File: config.mk
export PLATFORM = sky130hd
export DESIGN_NAME = json_token_lexer
export DESIGN_NICKNAME = d
export VERILOG_FILES = /design/src/jtl_pkg.sv /design/src/json_token_lexer.sv
export SDC_FILE = /design/constraint.sdc
export NUM_CORES = 1
export LEC_CHECK = 0
export ABC_CLOCK_PERIOD_IN_PS = 6050
export BUFFER_PORTS_ARGS = -buffer_cell sky130_fd_sc_hd__buf_2
export CELL_PAD_IN_SITES_DETAIL_PLACEMENT = 1
export CELL_PAD_IN_SITES_GLOBAL_PLACEMENT = 2
export CORE_AREA = 5 5 111 113
export CTS_BUF_LIST = sky130_fd_sc_hd__clkbuf_8
export DETAILED_ROUTE_END_ITERATION = 8
export DIE_AREA = 0 0 116 118
export GPL_TIMING_DRIVEN = 0
export HOLD_SLACK_MARGIN = 0.15
export PLACE_DENSITY = 0.81
export SYNTH_ARGS = -nofsm -noshare
export SYNTH_HDL_FRONTEND = slang
export SYNTH_SLANG_ARGS = --single-unit
File: constraint.sdc
create_clock -name i_clk -period 6.05 [get_ports i_clk]
set_input_delay 0.9075 -clock i_clk [delete_from_list [all_inputs] [get_ports i_clk]]
set_output_delay 0.9075 -clock i_clk [all_outputs]
set_load 0.03 [all_outputs]
File: src/jtl_pkg.sv
// Shared types, codes and byte-class helpers for the JSON token lexer.
package jtl_pkg;

    typedef enum logic [4:0] {
        MODE_IDLE    = 5'b00001,
        MODE_STRING  = 5'b00010,
        MODE_NUMBER  = 5'b00100,
        MODE_LITERAL = 5'b01000,
        MODE_ERROR   = 5'b10000
    } t_mode;

    localparam logic [3:0] KIND_LBRACE   = 4'd0;
    localparam logic [3:0] KIND_RBRACE   = 4'd1;
    localparam logic [3:0] KIND_LBRACKET = 4'd2;
    localparam logic [3:0] KIND_RBRACKET = 4'd3;
    localparam logic [3:0] KIND_COLON    = 4'd4;
    localparam logic [3:0] KIND_COMMA    = 4'd5;
    localparam logic [3:0] KIND_STRING   = 4'd6;
    localparam logic [3:0] KIND_NUMBER   = 4'd7;
    localparam logic [3:0] KIND_TRUE     = 4'd8;
    localparam logic [3:0] KIND_FALSE    = 4'd9;
    localparam logic [3:0] KIND_NULL     = 4'd10;
    localparam logic [3:0] KIND_NONE     = 4'd11;

    localparam logic [1:0] LIT_TRUE  = 2'd0;
    localparam logic [1:0] LIT_FALSE = 2'd1;
    localparam logic [1:0] LIT_NULL  = 2'd2;

    localparam logic [7:0] CH_NUL    = 8'h00;
    localparam logic [7:0] CH_TAB    = 8'h09;
    localparam logic [7:0] CH_LF     = 8'h0A;
    localparam logic [7:0] CH_CR     = 8'h0D;
    localparam logic [7:0] CH_SPACE  = 8'h20;
    localparam logic [7:0] CH_QUOTE  = 8'h22;
    localparam logic [7:0] CH_PLUS   = 8'h2B;
    localparam logic [7:0] CH_COMMA  = 8'h2C;
    localparam logic [7:0] CH_MINUS  = 8'h2D;
    localparam logic [7:0] CH_DOT    = 8'h2E;
    localparam logic [7:0] CH_ZERO   = 8'h30;
    localparam logic [7:0] CH_NINE   = 8'h39;
    localparam logic [7:0] CH_COLON  = 8'h3A;
    localparam logic [7:0] CH_UPPER_E = 8'h45;
    localparam logic [7:0] CH_LBRACKET = 8'h5B;
    localparam logic [7:0] CH_RBRACKET = 8'h5D;
    localparam logic [7:0] CH_A      = 8'h61;
    localparam logic [7:0] CH_E      = 8'h65;
    localparam logic [7:0] CH_F      = 8'h66;
    localparam logic [7:0] CH_L      = 8'h6C;
    localparam logic [7:0] CH_N      = 8'h6E;
    localparam logic [7:0] CH_R      = 8'h72;
    localparam logic [7:0] CH_S      = 8'h73;
    localparam logic [7:0] CH_T      = 8'h74;
    localparam logic [7:0] CH_U      = 8'h75;
    localparam logic [7:0] CH_LBRACE = 8'h7B;
    localparam logic [7:0] CH_RBRACE = 8'h7D;

    typedef struct packed {
        logic [3:0] kind;
        logic       cv;
        logic [7:0] cb;
        logic       comp;
        logic       err;
        logic       fin;
        logic       last;
    } t_result;

    typedef struct packed {
        logic       emit;
        t_result    res;
        t_mode      mode;
        logic       lit_start;
        logic [1:0] which;
    } t_idle;

    function automatic t_result make_res(input logic [3:0] kind, input logic cv,
                                         input logic [7:0] cb, input logic comp,
                                         input logic err, input logic fin);
        t_result r;
        r.kind = kind;
        r.cv   = cv;
        r.cb   = cv ? cb : 8'd0;
        r.comp = comp;
        r.err  = err;
        r.fin  = fin;
        r.last = 1'b0;
        return r;
    endfunction

    function automatic logic is_digit(input logic [7:0] b);
        return (b >= CH_ZERO) && (b <= CH_NINE);
    endfunction

    function automatic logic is_number_char(input logic [7:0] b);
        return is_digit(b) || b == CH_DOT || b == CH_E || b == CH_UPPER_E ||
               b == CH_PLUS || b == CH_MINUS;
    endfunction

    function automatic logic [2:0] lit_len(input logic [1:0] which);
        return (which == LIT_FALSE) ? 3'd5 : 3'd4;
    endfunction

    // Expected byte at a position of a literal; out-of-range reads as zero.
    function automatic logic [7:0] lit_char(input logic [1:0] which,
                                            input logic [2:0] pos);
        logic [7:0] c;
        c = CH_NUL;
        unique case (which)
            LIT_FALSE: begin
                unique case (pos)
                    3'd0:    c = CH_F;
                    3'd1:    c = CH_A;
                    3'd2:    c = CH_L;
                    3'd3:    c = CH_S;
                    3'd4:    c = CH_E;
                    default: c = CH_NUL;
                endcase
            end
            LIT_NULL: begin
                unique case (pos)
                    3'd0:    c = CH_N;
                    3'd1:    c = CH_U;
                    3'd2:    c = CH_L;
                    3'd3:    c = CH_L;
                    default: c = CH_NUL;
                endcase
            end
            default: begin
                unique case (pos)
                    3'd0:    c = CH_T;
                    3'd1:    c = CH_R;
                    3'd2:    c = CH_U;
                    3'd3:    c = CH_E;
                    default: c = CH_NUL;
                endcase
            end
        endcase
        return c;
    endfunction

    // Lex one byte from between tokens.
    function automatic t_idle lex_idle(input logic [7:0] b);
        t_idle o;
        o.emit      = 1'b0;
        o.res       = make_res(KIND_NONE, 1'b0, 8'd0, 1'b0, 1'b0, 1'b0);
        o.mode      = MODE_IDLE;
        o.lit_start = 1'b0;
        o.which     = LIT_TRUE;
        unique case (b)
            CH_NUL: begin
                o.emit = 1'b1;
                o.res  = make_res(KIND_NONE, 1'b0, 8'd0, 1'b0, 1'b0, 1'b1);
            end
            CH_SPACE, CH_TAB, CH_LF, CH_CR: begin
                o.emit = 1'b0;
            end
            CH_LBRACE: begin
                o.emit = 1'b1;
                o.res  = make_res(KIND_LBRACE, 1'b0, 8'd0, 1'b1, 1'b0, 1'b0);
            end
            CH_RBRACE: begin
                o.emit = 1'b1;
                o.res  = make_res(KIND_RBRACE, 1'b0, 8'd0, 1'b1, 1'b0, 1'b0);
            end
            CH_LBRACKET: begin
                o.emit = 1'b1;
                o.res  = make_res(KIND_LBRACKET, 1'b0, 8'd0, 1'b1, 1'b0, 1'b0);
            end
            CH_RBRACKET: begin
                o.emit = 1'b1;
                o.res  = make_res(KIND_RBRACKET, 1'b0, 8'd0, 1'b1, 1'b0, 1'b0);
            end
            CH_COLON: begin
                o.emit = 1'b1;
                o.res  = make_res(KIND_COLON, 1'b0, 8'd0, 1'b1, 1'b0, 1'b0);
            end
            CH_COMMA: begin
                o.emit = 1'b1;
                o.res  = make_res(KIND_COMMA, 1'b0, 8'd0, 1'b1, 1'b0, 1'b0);
            end
            CH_QUOTE: begin
                o.mode = MODE_STRING;
            end
            CH_T: begin
                o.mode      = MODE_LITERAL;
                o.lit_start = 1'b1;
                o.which     = LIT_TRUE;
            end
            CH_F: begin
                o.mode      = MODE_LITERAL;
                o.lit_start = 1'b1;
                o.which     = LIT_FALSE;
            end
            CH_N: begin
                o.mode      = MODE_LITERAL;
                o.lit_start = 1'b1;
                o.which     = LIT_NULL;
            end
            default: begin
                o.emit = 1'b1;
                if (is_digit(b) || b == CH_MINUS) begin
                    o.mode = MODE_NUMBER;
                    o.res  = make_res(KIND_NUMBER, 1'b1, b, 1'b0, 1'b0, 1'b0);
                end else begin
                    o.mode = MODE_ERROR;
                    o.res  = make_res(KIND_NONE, 1'b0, 8'd0, 1'b0, 1'b1, 1'b0);
                end
            end
        endcase
        return o;
    endfunction

endpackage

File: src/json_token_lexer.sv
// Streaming JSON lexer: one text byte in, zero to two token beats out.
//
// The lexer takes one text byte per cycle, while the output queue has room for
// its results, and turns it into token beats: punctuation, string and number
// content byte by byte, the literals true, false and null, end-of-text and
// error markers. A byte is captured in an input register, lexed against the
// mode state combinationally, and its results are written to a two-entry
// output queue, from which the first result is offered. Bytes that give at
// most one result stream at one per cycle while the output side keeps up; a
// byte that gives two results (the byte that closes a number and is itself a
// token, an invalid byte or the end of text, or a zero inside a string) waits
// until the queue has room for both, counting the beat that leaves in the
// same cycle. The input side keeps accepting bytes only while the output queue
// has room for their results.
module json_token_lexer (
    input  logic                i_clk,
    input  logic                i_rst_n,
    input  logic                i_text_valid,
    output logic                o_text_ready,
    input  logic [7:0]          i_text_byte,
    output logic                o_token_valid,
    input  logic                i_token_ready,
    output logic [3:0]          o_token_kind,
    output logic                o_content_valid,
    output logic [7:0]          o_content_byte,
    output logic                o_token_complete,
    output logic                o_lex_error,
    output logic                o_text_finished,
    output logic                o_last_of_run
);
    import jtl_pkg::*;

    logic        r_in_valid;
    logic [7:0]  r_in_byte;
    t_mode       r_mode,    n_mode;
    logic [1:0]  r_lit_which, n_lit_which;
    logic [2:0]  r_lit_pos,   n_lit_pos;
    t_result     r_q [2];
    t_result     n_q [2];
    logic [1:0]  r_cnt, n_cnt;

    t_result     res0, res1;
    logic [1:0]  k;
    t_idle       idl;
    logic [1:0]  w;
    logic        lit_match;
    logic [2:0]  pos_inc;
    logic        consume;
    logic        pop;

    // Lex the captured byte against the current mode.
    always_comb begin
        res0        = make_res(KIND_NONE, 1'b0, 8'd0, 1'b0, 1'b0, 1'b0);
        res1        = make_res(KIND_NONE, 1'b0, 8'd0, 1'b0, 1'b0, 1'b0);
        k           = 2'd0;
        n_mode      = r_mode;
        n_lit_which = r_lit_which;
        n_lit_pos   = r_lit_pos;
        idl         = lex_idle(r_in_byte);
        w           = (r_lit_which == 2'd3) ? LIT_TRUE : r_lit_which;
        lit_match   = (r_lit_pos < lit_len(w)) && (r_in_byte == lit_char(w, r_lit_pos));
        pos_inc     = r_lit_pos + 3'd1;
        unique case (r_mode)
            MODE_STRING: begin
                if (r_in_byte == CH_QUOTE) begin
                    n_mode = MODE_IDLE;
                    res0   = make_res(KIND_STRING, 1'b0, 8'd0, 1'b1, 1'b0, 1'b0);
                    k      = 2'd1;
                end else if (r_in_byte == CH_NUL) begin
                    n_mode = MODE_IDLE;
                    res0   = make_res(KIND_STRING, 1'b0, 8'd0, 1'b1, 1'b0, 1'b0);
                    res1   = make_res(KIND_NONE, 1'b0, 8'd0, 1'b0, 1'b0, 1'b1);
                    k      = 2'd2;
                end else begin
                    res0 = make_res(KIND_STRING, 1'b1, r_in_byte, 1'b0, 1'b0, 1'b0);
                    k    = 2'd1;
                end
            end
            MODE_NUMBER: begin
                if (is_number_char(r_in_byte)) begin
                    res0 = make_res(KIND_NUMBER, 1'b1, r_in_byte, 1'b0, 1'b0, 1'b0);
                    k    = 2'd1;
                end else begin
                    // Close the number, then lex the same byte from idle.
                    res0   = make_res(KIND_NUMBER, 1'b0, 8'd0, 1'b1, 1'b0, 1'b0);
                    res1   = idl.res;
                    k      = idl.emit ? 2'd2 : 2'd1;
                    n_mode = idl.mode;
                    if (idl.lit_start) begin
                        n_lit_which = idl.which;
                        n_lit_pos   = 3'd1;
                    end
                end
            end
            MODE_LITERAL: begin
                k = 2'd0;
                if (lit_match) begin
                    n_lit_pos = pos_inc;
                    if (pos_inc >= lit_len(w)) begin
                        n_mode = MODE_IDLE;
                        res0   = make_res(KIND_TRUE + {2'b00, w}, 1'b0, 8'd0,
                                          1'b1, 1'b0, 1'b0);
                        k      = 2'd1;
                    end
                end else begin
                    n_mode = (r_in_byte == CH_NUL) ? MODE_IDLE : MODE_ERROR;
                    res0   = make_res(KIND_NONE, 1'b0, 8'd0, 1'b0, 1'b1,
                                      r_in_byte == CH_NUL);
                    k      = 2'd1;
                end
            end
            MODE_ERROR: begin
                if (r_in_byte == CH_NUL) begin
                    n_mode = MODE_IDLE;
                    res0   = make_res(KIND_NONE, 1'b0, 8'd0, 1'b0, 1'b0, 1'b1);
                    k      = 2'd1;
                end
            end
            default: begin
                res0   = idl.res;
                k      = idl.emit ? 2'd1 : 2'd0;
                n_mode = idl.mode;
                if (idl.lit_start) begin
                    n_lit_which = idl.which;
                    n_lit_pos   = 3'd1;
                end
            end
        endcase
        if (k == 2'd1) begin
            res0.last = 1'b1;
        end
        if (k == 2'd2) begin
            res1.last = 1'b1;
        end
    end

    // Take the byte only when the queue has room for all its results,
    // counting the beat that leaves this cycle.
    assign consume      = r_in_valid &&
                          (({1'b0, r_cnt} - {2'b00, pop} + {1'b0, k}) <= 3'd2);
    assign o_text_ready = !r_in_valid || consume;
    assign pop          = (r_cnt != 2'd0) && i_token_ready;

    always_comb begin
        n_q   = r_q;
        n_cnt = r_cnt;
        if (pop) begin
            n_q[0] = r_q[1];
            n_cnt  = r_cnt - 2'd1;
        end
        if (consume) begin
            unique case (k)
                2'd1: begin
                    n_q[n_cnt[0]] = res0;
                end
                2'd2: begin
                    n_q[0] = res0;
                    n_q[1] = res1;
                end
                default: begin
                    n_q[0] = n_q[0];
                end
            endcase
            n_cnt = n_cnt + k;
        end
    end

    always_ff @(posedge i_clk) begin
        if (!i_rst_n) begin
            r_in_valid  <= 1'b0;
            r_mode      <= MODE_IDLE;
            r_lit_which <= LIT_TRUE;
            r_lit_pos   <= 3'd0;
            r_cnt       <= 2'd0;
        end else begin
            if (o_text_ready) begin
                r_in_valid <= i_text_valid;
            end
            if (consume) begin
                r_mode      <= n_mode;
                r_lit_which <= n_lit_which;
                r_lit_pos   <= n_lit_pos;
            end
            r_cnt <= n_cnt;
        end
    end

    always_ff @(posedge i_clk) begin
        if (o_text_ready && i_text_valid) begin
            r_in_byte <= i_text_byte;
        end
        r_q <= n_q;
    end

    assign o_token_valid    = (r_cnt != 2'd0);
    assign o_token_kind     = r_q[0].kind;
    assign o_content_valid  = r_q[0].cv;
    assign o_content_byte   = r_q[0].cb;
    assign o_token_complete = r_q[0].comp;
    assign o_lex_error      = r_q[0].err;
    assign o_text_finished  = r_q[0].fin;
    assign o_last_of_run    = r_q[0].last;

`ifndef SYNTHESIS
    a_cnt_range: assert property (@(posedge i_clk) disable iff (!i_rst_n)
        r_cnt != 2'd3)
        else $error("output queue count out of range");

    a_pair_needs_empty: assert property (@(posedge i_clk) disable iff (!i_rst_n)
        (consume && k == 2'd2) |-> (r_cnt == 2'd0 || (r_cnt == 2'd1 && pop)))
        else $error("two-result byte pushed into a non-empty queue");

    a_lit_pos: assert property (@(posedge i_clk) disable iff (!i_rst_n)
        (r_mode == MODE_LITERAL) |-> (r_lit_pos != 3'd0 && r_lit_pos <= 3'd4))
        else $error("literal position out of range in literal mode");

    a_stage_hold: assert property (@(posedge i_clk) disable iff (!i_rst_n)
        (r_in_valid && !consume) |=> (r_in_valid && $stable(r_in_byte)))
        else $error("held input byte lost before it was lexed");

    a_mode_static: assert property (@(posedge i_clk) disable iff (!i_rst_n)
        !consume |=> $stable(r_mode))
        else $error("mode changed without a consumed byte");
`endif

endmodule

After elaboration in Yosys (flattened, before gate mapping)
Index checks and enable logic that the tools add are counted.
- input bits: 12
- register bits after elaboration: 55
- output and inout port bits: 19
- logic and storage cells: 153
- muxes and demuxes: 53
- add/subtract/negate cells: 6
- magnitude comparators: 7
- equality and inequality tests: 36
- bitwise gates (word level): 3
- reduce and logical (&&, ||, !) cells: 28
- operators with widths (operator ; number):
    one-hot mux 17 bit (8 select lines) ; 1
    one-hot mux 17 bit (2 select lines) ; 3
    2-to-1 mux 17 bit ; 5
    == test 8 x 7 -> 1 bit, second input constant ; 9
    one-hot mux 17 bit (4 select lines) ; 1
    == test 8 x 6 -> 1 bit, second input constant ; 7
    2-to-1 mux 13 bit ; 3
    one-hot mux 7 bit (5 select lines) ; 1
    bitwise mux 34 bit ; 1
    2-to-1 mux 34 bit ; 1
    2-to-1 mux 5 bit ; 6
    one-hot mux 7 bit (4 select lines) ; 1
    == test 8 x 4 -> 1 bit, second input constant ; 3
    2-to-1 mux 2 bit ; 12
    2-to-1 mux 22 bit ; 1
    one-hot mux 7 bit (3 select lines) ; 1
    one-hot mux 5 bit (4 select lines) ; 1
    one-hot mux 3 bit (3 select lines) ; 2
    demux 17 bit (select 1 bit) ; 1
    one-hot mux 8 bit (2 select lines) ; 1
    one-hot mux 5 bit (3 select lines) ; 1
    OR reduction 11 bit ; 1
    2-to-1 mux 3 bit ; 3
    == test 8 bit ; 1
    41 further kinds ; 66

Depth between registers and ports, before layout
- depth after elaboration: 14
- depth in mapped cells: 25
- gate-level depth less buffers: 23

Least setup slack after synthesis
No wires, ideal clock.
- path type: register to register
- start: register r_lit_pos[0]
- end: register with a tool-made name
- period minus slack after synthesis: 5.235 ns
- arrival time: 4.840 ns
- data required time: 5.656 ns
- setup slack: 0.815 ns
- buffers on the path: 1
- cell stages (with the launch flop): 21
- setup time: 0.394 ns
- cells stage by stage: dfxtp_1 > inv_1 > ha_1 > or3_1 > a21oi_1 > mux2_2 > a221o_1 > nand4_2 > o21ai_0 > nand4_1 > inv_1 > ha_1 > inv_1 > ha_1 > inv_1 > fa_1 > xor2_1 > o211ai_1 > or2_2 > clkbuf_1 > a21oi_1
- RTL lines (item ; line ; RTL):
    from (decl) ; json_token_lexer.sv:37 ; logic [2:0] r_lit_pos, n_lit_pos;
    from (signal assigned) ; json_token_lexer.sv:182 ; r_lit_pos <= n_lit_pos;

==> summary.txt <==
Clocking
  – CTS tree: yes
  – Total CTS buffers: 5
  – H-tree lvl count: 2
  – CTS Hold Bufs: 0
  – Clk pin slew, worst setup/hold paths: 0.11 ns
  – CTS sink cnt: 55
  – Root buf cell: clkbuf_8
  – Clk buf depth: 2
  – Skew-Pair Late Insertion Delay: approximately 0.32 ns

Synthesis
  – Syn Area/Cell: 8.95 um^2
  – Post-synth EDFFs: 25
  – Post-synthesis cell count: about 430
  – Cell taking the most area after synthesis: edfxtp_1
  – Mapped Nets: ~460
  – Synth Warn #: 0
  – Most common cell in the synthesized netlist: nand2_1
  – Number of synthesized register bits: 55
  – Sequential-to-total area share from yosys stat: 0.354
  – Top_reg_cell synth: dfxtp_1
  – Post-synth ARST share: 0
  – Synthesized area: 3820 um^2
  – Yosys top cell area share: 0.196
  – Post-synth top cells: nand2_1, nor2_1, dfxtp_1, edfxtp_1
  – Yosys cell types: 80
  – Area contributors post-synth: edfxtp_1, dfxtp_1, ha_1

Setup path
  – Top cell by count, worst path: inv_1
  – Worst Setup End Kind: flop
  – Worst-path cell chain: inv_1 > ha_1 > or3_1 > a21oi_1 > mux2_2 > a221o_1 > nand4_2 > o21ai_0 > nand4_1 > inv_1 > ha_1 > inv_1 > ha_1 > inv_1 > fa_1 > xor2_1 > o211ai_1 > or2_2 > clkbuf_1 > inv_1 > nand2_1 > nor2_2 > nand2_1 > o21ai_0
  – Crit path max-delay family: simple AND/OR/NAND/NOR gates
  – Crit Path Max Fanout: 8
  – Setup CP Type: flop to flop
  – Critical Path AT: just under 6 ns
  – RR Startpoint: r_lit_pos[0]
  – Crit path required time: approximately 6.3 ns
  – Reg2reg path depth: 24
  – R2r endpoint: o_content_byte[0]
  – CP Launch Point: r_lit_pos[0]
  – Slowest cell on the critical path: dfxtp_1
  – CP max stage delay: 0.45 ns
  – Type of origin of the critical path: flop
  – R2r setup slk: approximately 0.5 ns
  – Buf/Inv on CP: 6

Power and ir drop
  – Pwr/cell area: about 380 nW/um^2
  – Max VDD drop: around 0.22 mV
  – Static leakage: 1.63 nW
  – Overall Power: about 1.6 mW

Min path
  – Worst hold path class: flop to flop
  – WHS Path Cells: 2
  – WHS Endpoint: r_lit_which[0]
  – Hold Crit Start: r_lit_which[0]

Timing
  – Hold Slack: roughly 0.50 ns
  – Count of final hold-check violations: 0
  – Final Max Tran Viols: 0
  – Post-layout min period: 5.55 ns
  – Final setup viols: 0
  – Relative slew margins: 0.426
  – RSZ-0062 raised after global routing: no
  – Final Skew: roughly 0.0056 ns
  – Final worst-path cycle share: 0.917
  – Worst-Margin Slew: roughly 0.85 ns
  – Max Clock Freq: 0.180 GHz

Route
  – DRC: 0
  – Vias: about 3.3k
  – DR WL/cell: 17.2 um
  – Vias per std cell: between 5 and 6
  – 1st-iter DRT viols: between 150 and 200
  – Antenna-violating nets left: 0
  – Detailed Route WL: between 10000 and 15000 um
  – Pre-Repair DR Iteration Count: 4

GRT
  – Global-route wire length before repair: ~17000 um
  – Initial antenna violation count: 0
  – Largest net degree at the start of global routing: 18
  – Congestion Overflow GR: 0
  – GRT Total Usage: 0.155
  – Vias in the first global route: roughly 3.4k

Final layout
  – Layout Cells excl Fill: 611
  – N_diodes: 0
  – Fill cells: around 1.4k
  – Area delta synth->final: 12.0%
  – Nets: about 500
  – Layout cells sized above 1: 0.184

Die
  – Initial Util: 0.341
  – Core box area: 11200 um^2
  – Total I/O pin count: 31
  – Die Area: 13700 um^2
  – Die height: approximately 120 um
  – Die width: approximately 120 um
  – Placement Rows: 39

Place
  – GPL Wtd Cong: just over 0.8
  – Placed Cells: 600
  – Post-DP HPWL: a little over 8000 um
  – PortBufs: 30

Outcome
  – Outcome: completed

Run
  – Max-capacitance violation count: 0
cell type report:
class	count	area [um^2]	area share
plain buffers	32	220	0.0514
clock buffers	5	68.8	0.0161
well taps	143	179	0.0418
flip-flops and latches	55	1350	0.316
inverters	22	82.6	0.0193
multi-input cells	318	2190	0.511
repair buffers	33	173	0.0403
clock inverters	3	20.0	0.00468
per-layer routing:
layer	share of wire	vias up	wire length [um]	global-route usage
met5	0	-	0	0
met4	0.016	0	172	0.0377
met3	0.031	8	323	0.0226
met2	0.48	45	5100	0.256
met1	0.47	1618	4930	0.210
li1	-	1624	-	-
worst max path at each step:
stage,end,depth (start not counted)
floorplan,flop,20
global placement,flop,20
detailed placement,o_content_byte[7],22
CTS,o_token_kind[0],22
global route,o_content_byte[0],24
finish,o_content_byte[0],24
power breakdown:
group / switching, mW / leakage [nW] / internal (mW) / total (mW)
Combinational: 0.518 / 1.11 / 0.322 / 0.840
Clock: 0.136 / 0.0418 / 0.0813 / 0.217
Sequential: 0.0527 / 0.474 / 0.509 / 0.562
Total: 0.706 / 1.63 / 0.913 / 1.62
cells by family after synthesis:
kind of cell	count (synthesis)	synth area share
simple gates	161	0.224
compound gates	110	0.206
flops	55	0.354
buf+inv	54	0.0792
mux	22	0.0586
fa+ha+maj	18	0.0609
xor+xnor	7	0.0180
placed cells by master (no fill, tap or decap), types with 3 or more instances in the layout:
master	instances
clkbuf_8	8
nand2b_1	4
buf_6	3
a21oi_1	21
buf_4	15
and2_1	9
o21ai_0	23
mux2i_1	19
nand3b_1	7
o22ai_1	7
ha_1	17
edfxtp_1	25
nor2b_1	13
o211ai_1	3
nand4_1	5
o21a_1	5
nor2_1	33
or3_1	5
nand3_1	11
clkbuf_1	10
nand2_1	37
nor3_1	11
buf_2	32
o2bb2ai_1	3
inv_1	22
xor2_1	4
o2111ai_1	4
and3_1	7
dfxtp_1	30
metrics by stage:
step / util / setup WS (ns) / TNS, ns / area [um^2]
after global routing: 0.381 / 0.104 / 0 / 4280
after floorplan: - / 0.815 / 0 / 3820
after detailed placement: 0.370 / 0.214 / 0 / 4160
final: 0.381 / 0.504 / 0 / 4280
after CTS: 0.378 / 0.199 / 0 / 4240
after global placement: 0.370 / -0.217 / -3.45 / 4150
worst register-to-register path, stage by stage (launching register included):
cell	delay, ns
dfxtp_1	0.45
inv_1	0.12
ha_1	0.31
or3_1	0.40
a21oi_1	0.23
mux2_2	0.36
a221o_1	0.35
nand4_2	0.14
o21ai_0	0.15
nand4_1	0.19
inv_1	0.09
ha_1	0.28
inv_1	0.06
ha_1	0.13
inv_1	0.04
fa_1	0.37
xor2_1	0.18
o211ai_1	0.20
or2_2	0.32
clkbuf_1	0.22
inv_1	0.19
nand2_1	0.23
nor2_2	0.30
nand2_1	0.08
o21ai_0	0.09
timing repair:
| item | 4_1_cts | 5_1_grt |
|---|---|---|
| gates resized for setup | 0 | 3 |
| endpoints found under the setup margin | 0 | 31 |
| setup buffers | 0 | 3 |
| hold endpoints to repair | 0 | 0 |
Power figures use the tool's default switching activity.
